===== src/design/bmm_pkg.sv =====
// Shared types and constants for the bf16 matrix block with fp32 accumulation.
// Used by the controller, the datapath, the fp multiply-add pipeline and the top level.
// No dependencies.
package bmm_pkg;

    localparam int COL_BITS    = 8;   // holds any column index up to 256 columns
    localparam int ROW_BITS    = 10;  // holds any k row up to 1024 rows
    localparam int EW          = 11;  // signed exponent width inside the adder
    localparam int FADD_STAGES = 6;   // register stages in the multiply-add unit

    localparam logic [1:0] OP_WEIGHT = 2'd0;
    localparam logic [1:0] OP_BIAS   = 2'd1;
    localparam logic [1:0] OP_ACT    = 2'd2;

    localparam logic [1:0] REG_ROW_LENGTH   = 2'd0;
    localparam logic [1:0] REG_COLUMN_COUNT = 2'd1;
    localparam logic [1:0] REG_BIAS_ON      = 2'd2;

    localparam logic [31:0] QNAN_BITS = 32'h7FC0_0000;

    typedef struct packed {
        logic [1:0]  operation;
        logic [5:0]  inner_index;
        logic [5:0]  column_index;
        logic [31:0] value_bits;
    } in_item_t;

    typedef struct packed {
        logic [5:0]  out_column;
        logic [31:0] sum_bits;
        logic        row_done;
    } out_item_t;

    // controller to datapath
    typedef struct packed {
        logic                issue;
        logic                is_out;
        logic                last;
        logic [COL_BITS-1:0] col;
        logic [ROW_BITS-1:0] row;
        logic                wt_we;
        logic                bias_we;
        logic                x_load;
        logic                acc_clear;
    } cmd_t;

    // datapath to controller
    typedef struct packed {
        logic en;
        logic busy;
    } status_t;

endpackage


===== src/design/bmm_ctrl.sv =====
// Controller: input item decode, column issue passes and row sequencing.
// Depends on bmm_pkg.
module bmm_ctrl
    import bmm_pkg::*;
#(
    parameter int MAX_INNER   = 64,
    parameter int MAX_COLUMNS = 64
)
(
    input  logic     clk,
    input  logic     rst_n,
    input  logic     item_valid,
    output logic     item_stall,
    input  in_item_t item,
    input  logic [6:0] row_length,
    input  logic [6:0] column_count,
    input  status_t  status,
    output cmd_t     cmd
);

    localparam int KW   = $clog2(MAX_INNER + 1);
    localparam int CW   = $clog2(MAX_COLUMNS);
    localparam int MLIM = (MAX_COLUMNS < 64) ? MAX_COLUMNS : 64;

    typedef enum logic [2:0] {S_IDLE, S_ACCUM, S_ACC_DRAIN, S_OUTPUT} state_t;

    state_t        state_reg;
    logic [KW-1:0] pos_reg;
    logic [CW-1:0] col_reg;
    logic [KW-1:0] row_reg;
    logic          last_reg;

    logic [10:0]   kmax, rl, kcur;
    logic [6:0]    mcnt;
    logic          accept, col_end;

    always_comb
    begin
        rl = 11'(row_length);
        if (rl == 11'd0)
            kmax = 11'd1;
        else if (rl > 11'(MAX_INNER))
            kmax = 11'(MAX_INNER);
        else
            kmax = rl;
        if (column_count == 7'd0)
            mcnt = 7'd1;
        else if (column_count > 7'(MLIM))
            mcnt = 7'(MLIM);
        else
            mcnt = column_count;
        kcur = (11'(pos_reg) >= 11'(MAX_INNER)) ? 11'(MAX_INNER - 1) : 11'(pos_reg);
    end

    assign accept     = item_valid && (state_reg == S_IDLE);
    assign item_stall = (state_reg != S_IDLE);
    assign col_end    = (9'(col_reg) == 9'(mcnt) - 9'd1);

    always_comb
    begin
        cmd           = '0;
        cmd.col       = COL_BITS'(col_reg);
        cmd.row       = ROW_BITS'(row_reg);
        cmd.last      = col_end;
        cmd.wt_we     = accept && (item.operation == OP_WEIGHT) &&
                        (11'(item.inner_index) < 11'(MAX_INNER)) &&
                        (11'(item.column_index) < 11'(MAX_COLUMNS));
        cmd.bias_we   = accept && (item.operation == OP_BIAS) &&
                        (11'(item.column_index) < 11'(MAX_COLUMNS));
        cmd.x_load    = accept && (item.operation == OP_ACT);
        case (state_reg)
            S_ACCUM:
            begin
                cmd.issue = status.en;
            end
            S_OUTPUT:
            begin
                cmd.issue     = status.en;
                cmd.is_out    = 1'b1;
                cmd.acc_clear = status.en && col_end;
            end
            default:
            begin
                cmd.issue = 1'b0;
            end
        endcase
    end

    always_ff @(posedge clk or negedge rst_n)
    begin
        if (!rst_n)
        begin
            state_reg <= S_IDLE;
            pos_reg   <= '0;
            col_reg   <= '0;
            row_reg   <= '0;
            last_reg  <= 1'b0;
        end
        else
        begin
            case (state_reg)
                S_IDLE:
                begin
                    if (cmd.x_load)
                    begin
                        row_reg   <= KW'(kcur);
                        pos_reg   <= KW'(kcur + 11'd1);
                        last_reg  <= (kcur + 11'd1 >= kmax);
                        col_reg   <= '0;
                        state_reg <= S_ACCUM;
                    end
                end
                S_ACCUM:
                begin
                    if (status.en)
                    begin
                        if (col_end)
                            state_reg <= S_ACC_DRAIN;
                        else
                            col_reg <= col_reg + 1'b1;
                    end
                end
                S_ACC_DRAIN:
                begin
                    // writes back to the accumulators must land before they are read again
                    if (!status.busy)
                    begin
                        col_reg <= '0;
                        if (last_reg)
                        begin
                            pos_reg   <= '0;
                            state_reg <= S_OUTPUT;
                        end
                        else
                            state_reg <= S_IDLE;
                    end
                end
                S_OUTPUT:
                begin
                    if (status.en)
                    begin
                        if (col_end)
                            state_reg <= S_IDLE;
                        else
                            col_reg <= col_reg + 1'b1;
                    end
                end
                default:
                begin
                    state_reg <= S_IDLE;
                end
            endcase
        end
    end

    a_load_starts_pass: assert property (@(posedge clk) disable iff (!rst_n)
        cmd.x_load |=> (state_reg == S_ACCUM))
        else $error("activation item did not start an accumulate pass");

    a_clear_on_last_out: assert property (@(posedge clk) disable iff (!rst_n)
        cmd.acc_clear |-> (cmd.issue && cmd.is_out && cmd.last))
        else $error("accumulators cleared outside the last output issue");

    a_drain_to_idle: assert property (@(posedge clk) disable iff (!rst_n)
        ((state_reg == S_ACC_DRAIN) && !status.busy && !last_reg) |=> (state_reg == S_IDLE))
        else $error("mid-row element did not return to idle after drain");

    a_out_pass_empty: assert property (@(posedge clk) disable iff (!rst_n)
        ((state_reg == S_ACC_DRAIN) && !status.busy && last_reg) |=> (pos_reg == '0))
        else $error("element position not cleared at row end");

endmodule


===== config.mk =====
export PLATFORM = sky130hd
export DESIGN_NAME = bmm_ctrl
export DESIGN_NICKNAME = d
export VERILOG_FILES = /design/src/design/bmm_pkg.sv /design/src/design/bmm_ctrl.sv
export SDC_FILE = /design/constraint.sdc
export NUM_CORES = 1
export LEC_CHECK = 0
export ABC_AREA = 1
export BUFFER_PORTS_ARGS = -buffer_cell sky130_fd_sc_hd__buf_2
export CAP_MARGIN = 10
export CORE_MARGIN = 4
export CORE_UTILIZATION = 46
export CTS_CLUSTER_DIAMETER = 50
export CTS_CLUSTER_SIZE = 10
export DETAILED_ROUTE_END_ITERATION = 8
export PLACE_DENSITY = 0.8
export RECOVER_POWER = 50
export SYNTH_ARGS = -nofsm -noshare
export SYNTH_HDL_FRONTEND = slang
export SYNTH_SLANG_ARGS = --single-unit

===== constraint.sdc =====
create_clock -name clk -period 2.75 [get_ports clk]
set_input_delay 0.275 -clock clk [delete_from_list [all_inputs] [get_ports clk]]
set_output_delay 0.275 -clock clk [all_outputs]
set_load 0.005 [all_outputs]

# [Yosys cells after proc, flatten, opt, wreduce, memory -nomap -nowiden]
# Index checks and enable logic that the tools add are counted.
[totals] output_inout_bits=26 latchBits=0 romBits=0 ramBits=0 n_memories=0 inputBits=65 word_cells=69 reg_bits=24
[classes] n_eq_ne=15 div_mod_pow=0 n_addsub=3 n_lt_le_gt_ge=4 n_shift=0 bitwise_logic=0 reduce_logical=17 muxes=25 multipliers=0
[ops] op="$mux W7" count=7
[ops] op="$mux W6" count=4
[ops] op="$mux W3" count=6
[ops] op="$pmux W6 S3" count=1
[ops] op="$ne A2 B2 Y1 const B" count=8
[ops] op="$gt A7 B7 Y1 const B" count=2
[ops] op="$logic_not A7 Y1" count=2
[ops] op="$pmux W7 S2" count=1
[ops] op="$pmux W3 S4" count=1
[ops] op="$ge A8 B11 Y1" count=1
[ops] op="$mux W11" count=1
[ops] op="$eq A6 B9 Y1" count=1
[ops] op="$add A7 B1 Y8 const B" count=1
[ops] op="$sub A7 B1 Y8 const B" count=1
[ops] op="$ge A7 B7 Y1 const B" count=1
[ops] op="$add A6 B1 Y6 const B" count=1
[ops] op="$eq A3 B2 Y1 const B" count=2
[ops] op="$reduce_and A6 Y1" count=1
[ops] op="$reduce_bool A3 Y1" count=2
[ops] op="$logic_and A1 B1 Y1" count=5
[ops] op="$reduce_and A5 Y1" count=1
[ops] op="$reduce_and A4 Y1" count=1
[ops] op="$eq A3 B1 Y1 const B" count=1
[ops] op="$logic_not A3 Y1" count=1
[ops] op="9 further kinds" count=11

# [Logic depth before layout (Yosys ltp)]
# Gate-level depths: netlist of run 1.
[depth] word_depth=8 depth_mapped=18 depth_no_buf=17

# [Worst setup path after synthesis of run 1]
# No wires, ideal clock.
[synth_path] path_kind="input port to output port" start="in column_count[0]" end="out cmd[0] (netlist name)" cell_stages=13 path_buffers=1 arrival_ns=1.777 required_ns=2.475 setup_slack_ns=0.698 cell_sequence="nor2_1 nand3_1 nand2_1 buf_6 nand2_1 ha_1 xor2_1 nand2_1 nor2_1 nand3_2 nor2_4 nand3_4 nor3_1"
[synth_lines] element="start: declaration" line_no="bmm_ctrl.sv:16" source="input logic [6:0] column_count,"
[synth_lines] element="end: declaration" line_no="bmm_ctrl.sv:18" source="output cmd_t cmd"

==> impl_metrics.yaml, run 1 <==
place:
  dp_hpwl_mm: 3.22
  place_inst: 349
  gp_congestion: 0.876
  port_buffers: 41
run_status:
  status: "complete, no violations"
yosys:
  synth.yosys.seq_area_share_pct: 31.7
  synth_compound_area_share_pct: 9.23
  synth_mux_area_share_pct: 0
  synth_most_common_cell: "nand2_1"
  netlist.top_cell.by_area: "dfrtp_1"
  synth-xor-area-share_pct: 3.31
  synth_top_area_share_pct: 31.7
  synth_common_cells: "nand2_1 (79), inv_1 (31), nor2_1 (30)"
  postSynthAreaPerCell_sq_um: 6.86
  synth_edf_count: 0
  yosys_warnings: 0
  ys_ff_latch: 23
  ys.flop_type: "dfrtp_1"
  ys_types: 32
  synthCells: 265
  synth.area.top_cells: "dfrtp_1 (32%), nand2_1 (16%), ha_1 (6.9%), inv_1 (6.4%), nor2_1 (6.2%)"
  synth_area_sq_mm: 0.00182
  synth_top_family_by_area: "simple AND/OR/NAND/NOR gates"
  synthArstFlopShare_pct: 100
  synth-adder-area-share_pct: 6.89
  synthSimpleGateAreaFrac_pct: 37.7
grt:
  grt_overflow: 0
  grt_max_degree: 24
  antenna_found_initial: 0
  grt_pass1_vias: 1625
  track_usage_pct: 16.1
  grt_pass1_wl_mm: 6.91
die:
  die_area_sq_mm: 0.00502
  io-pin-count: 91
  initial_utilization_pct: 48.5
  std_cell_rows: 22
  fp.dieW_um: 70.8
  die_height_um: 70.8
  core_area_sq_mm: 0.00374
worst_setup_path:
  critPathLaunchType: "input port"
  path_class: "input port to output pin"
  worstPathRequired_ps: 2480
  cp_data_arrival_time_ps: 2100
  crit_buf_inv: 2
  crit_slowest_cell: "ha_1"
  cp_max_fo: 7
  critPathTopFamily: "simple AND/OR/NAND/NOR gates"
  crit_chain: "buf_2 > nor2_1 > nand2_1 > nor2_1 > nor2_4 > ha_1 > xor2_1 > nand2_1 > nor2_1 > nand3_2 > nor2_4 > nand3_4 > nor3_1 > buf_2"
  endpoint_kind: "output pin"
  critPathMaxStageDelay_ps: 300
  cp_common_cell: "nor2_1"
drt:
  first_pass_iters: 4
  vias: 1782
  post-route-drc-count: 0
  routed_wl_mm: 3.90
  drt_iter0_markers: 123
  final_antenna_net_count: 0
  viasPerCell: 5.03
  avgRoutedWirePerCell_um: 11.0
clocking:
  numCtsBuffers: 3
  cts_buffer_depth: 2
  htree_levels: 1
  clkSlewWorstSetupHoldPaths_ps: 80
  clk_latency_ps: 260
  clock-sinks: 23
  cts_setup_buffers: 0
  cts_tree: "built"
  clock_tree.root_cell: "clkbuf_8"
timing:
  skew_ps: 4.24
  whs_ps: 451
  finalCriticalPeriod_ps: 2370
  tightestPinTransition_ps: 1180
  fmax_ghz: 0.422
  fin_crit_sh_pct: 86.2
  rsz0062_at_grt: "false"
  hold_viol: 0
  final.setup.tns_ps: 0
  drv_slew: 0
  relSlewSlack_pct: 21.3
  setup_viol_count_final: 0
layout:
  drive_gt1_share_pct: 19.6
  regArea_sq_um: 576
  nNetsFinal: 382
  areaGrowthSynthToFinish_pct: 15.0
  num_antenna_cells: 0
  final_util_pct: 55.8
  multiInputGateArea_sq_mm: 0.00106
  n_fill_cell: 387
  fin_cells: 354
worst_hold_path:
  hold_path_class: "input port to flip-flop"
power_and_ir_drop:
  total_power_mw: 1.49
  p_per_area_mw_per_mm2: 715
  p_leak_nw: 1.17
  vdd_drop_max_uv: 501
run:
  cap_violations: 0
## kinds of logic (layout without fill, tap and decap cells)
| group | after synthesis | count (layout) |
|---|---|---|
| buf+inv | 44 | 81 |
| fa+ha+maj | 10 | 10 |
| other cells | 1 | 5 |
| xor+xnor | 6 | 6 |
| simple gates | 151 | 151 |
| flops | 23 | 23 |
| compound gates | 30 | 30 |
## tightest hold or removal path, delay by kind of cell
family	cells	cell delay, ps
buf+inv	2	260
simple gates	2	130
## path summary, 6_finish.rpt
path                                  from         end  slack, ps  cells after the start
min reg2reg                     row_reg[3]  row_reg[3]        490                      2
max reg2reg                     pos_reg[6]    last_reg        420                     13
max in group asynchronous            rst_n  col_reg[2]       1270                      2
max                        column_count[2]      cmd[0]        380                     14
min in group asynchronous            rst_n  row_reg[5]        770                      2
min                               item[44]  row_reg[6]        450                      4
## placed cells by master (no fill, tap or decap), types with 4 or more instances in the layout
cell type and n:
ha_1 10, nor2_1 30, a21oi_1 5, xor2_1 4
conb_1 5, nand4_1 4, inv_1 31, nand3_1 19
nand2_1 79, o21ai_0 17, nor3_1 5, dfrtp_1 23
buf_2 38
## final cells by class
cell class                      instances  share of cell area (%)
Tap cell                               48                    2.87
Sequential cell                        23                    27.5
Clock inverter                          1                   0.240
Multi-Input combinational cell        202                    50.6
Timing Repair Buffer                   44                    10.8
Inverter                               33                    5.93
Clock buffer                            3                    1.98
## layer usage
metal / track usage (%) / wire length (um)
met1: 23.1 / 1910
met2: 26.2 / 1750
met3: 1.56 / 217
met4: 4.18 / 36
met5: 0 / 0
## where the power goes
part,switching [mW],internal [mW]
clock network,0.102,0.101
logic,0.441,0.297
registers,0.101,0.451
total,0.645,0.848
## stage by stage
stage               worst slack, ps  cell area [sq um]
floorplan                       698               1830
global placement                412               2040
detailed placement              360               2040
CTS                             360               2090
global route                    123               2090
finish                          379               2090
## what timing repair did
| item | 4_1_cts | 5_1_grt |
|---|---|---|
| hold endpoints to repair | 23 | 0 |
| setup endpoints to repair | 0 | 0 |
| hold buffers | 1 | 0 |
| resized for setup | 0 | 0 |
No activity file was read; power rests on OpenSTA's default activity.
==> run 2, diff against run 1 <==
--- a/config.mk
+++ b/config.mk
@@ -7,13 +7,13 @@
 export LEC_CHECK = 0
 export ABC_AREA = 1
 export BUFFER_PORTS_ARGS = -buffer_cell sky130_fd_sc_hd__buf_2
-export CAP_MARGIN = 10
+export CAP_MARGIN = 20
 export CORE_MARGIN = 4
 export CORE_UTILIZATION = 46
 export CTS_CLUSTER_DIAMETER = 50
 export CTS_CLUSTER_SIZE = 10
 export DETAILED_ROUTE_END_ITERATION = 8
-export PLACE_DENSITY = 0.8
+export PLACE_DENSITY = 0.79
 export RECOVER_POWER = 50
 export SYNTH_ARGS = -nofsm -noshare
 export SYNTH_HDL_FRONTEND = slang
==> run 2 against run 1 <==
Register-to-register slack got worse by 40 ps. Die area unchanged. Cell count stayed put. Power grew 0.52%. Worst hold slack worse by 11 ps. Critical endpoint unchanged.
==> impl_metrics.yaml, run 2 (synthesis results as in run 1) <==
drt:
  vias: 1782
  post-route-drc-count: 0
  viasPerCell: 5.03
  final_antenna_net_count: 0
  avgRoutedWirePerCell_um: 11.2
  first_pass_iters: 4
  routed_wl_mm: 3.96
  drt_iter0_markers: 100
timing:
  fin_crit_sh_pct: 86.2
  final.setup.tns_ps: 0
  setup_viol_count_final: 0
  skew_ps: 5.74
  rsz0062_at_grt: "false"
  setup_slack_ps: 378
  hold_viol: 0
  whs_ps: 439
  relSlewSlack_pct: 19.5
  tightestPinTransition_ps: 1210
  fmax_ghz: 0.422
  drv_slew: 0
  finalCriticalPeriod_ps: 2370
grt:
  grt_max_degree: 24
  grt_pass1_wl_mm: 6.49
  track_usage_pct: 15.4
  grt_pass1_vias: 1514
  antenna_found_initial: 0
  grt_overflow: 0
worst_setup_path:
  reg2reg_from: "pos_reg[6]"
  cp_data_arrival_time_ps: 2100
  cp_max_fo: 7
  path_class: "input port to output pin"
  endpoint_kind: "output pin"
  r2r_slack_ps: 380
  critPathLaunchType: "input port"
  critPathLaunch: "column_count[2]"
  crit_end: "cmd[0]"
  r2r_cells: 14
  worstPathRequired_ps: 2480
  worstReg2RegEnd: "last_reg"
die:
  core_area_sq_mm: 0.00374
  die_area_sq_mm: 0.00502
  fp.dieW_um: 70.8
  io-pin-count: 91
  die_height_um: 70.8
  initial_utilization_pct: 48.5
  std_cell_rows: 22
layout:
  num_antenna_cells: 0
  nNetsFinal: 382
  mostFrequentLayoutCell: "nand2_1"
  areaGrowthSynthToFinish_pct: 14.8
  multiInputGateArea_sq_mm: 0.00106
  final_util_pct: 55.7
  n_fill_cell: 385
  final_cell_mix: "nand2_1 (79), buf_2 (35), inv_1 (31)"
  regArea_sq_um: 576
  drive_gt1_share_pct: 18.6
clocking:
  holdBufCountCts: 1
  htree_levels: 1
  ctsResizeCount: 0
  cts_tree: "built"
  clk_latency_ps: 270
  clkSlewWorstSetupHoldPaths_ps: 80
  cts_buffer_depth: 2
  numCtsBuffers: 3
  cts_setup_buffers: 0
  clock-sinks: 23
  clock_tree.root_cell: "clkbuf_8"
place:
  port_buffers: 41
  place_ws_ps: 373
  gp_congestion: 0.840
  dp_hpwl_mm: 3.12
worst_hold_path:
  hold_path_class: "input port to flip-flop"
  min_from: "item[44]"
power_and_ir_drop:
  p_leak_nw: 1.16
  vdd_drop_max_uv: 322
  total_power_mw: 1.50
  p_per_area_mw_per_mm2: 720
run:
  cap_violations: 0
run_status:
  status: "complete, no violations"
run 2: cell count changes in the layout (fill, tap and decap cells not counted):
cell | before | now
buf_1 | 0 | 1
buf_2 | 38 | 35
clkbuf_1 | 3 | 5
run 2: how the worst min path moves through the flow:
stage	to	cells past startpoint
after floorplan	col_reg[0]	0
after global placement	row_reg[4]	1
after detailed placement	row_reg[6]	1
after CTS	row_reg[6]	4
after global routing	row_reg[6]	4
final	row_reg[6]	4
run 2: worst max-delay path, stage by stage:
cell and delay, ps:
buf_2 150, nor2_1 110, nand2_1 60, nor2_1 170, nor2_4 80, ha_1 310
xor2_1 150, nand2_1 70, nor2_1 110, nand3_2 100, nor2_4 130, nand3_4 110
nor3_1 140, buf_2 140
run 2: power breakdown:
| part | internal (mW) | switching (mW) |
|---|---|---|
| Sequential | 0.451 | 0.105 |
| Combinational | 0.293 | 0.441 |
| Clock | 0.101 | 0.111 |
| Total | 0.845 | 0.656 |
run 2: layout make-up:
type / instances / share of cell area, %
Timing Repair Buffer: 44 / 10.7
Inverter: 33 / 5.94
Multi-Input combinational cell: 202 / 50.7
Sequential cell: 23 / 27.6
Clock inverter: 1 / 0.240
Tap cell: 48 / 2.88
Clock buffer: 3 / 1.98
run 2: metal layers:
metal	global-route usage (%)	part of all wire, %
met1	23.0	48
met2	24.0	44
met3	1.99	7.1
met4	3.13	1.0
met5	0	0
run 2: stage by stage:
step	area, sq um	std cells
after floorplan	1830	269
after global placement	2040	349
after detailed placement	2040	349
after CTS	2090	354
after global routing	2090	354
final	2090	354
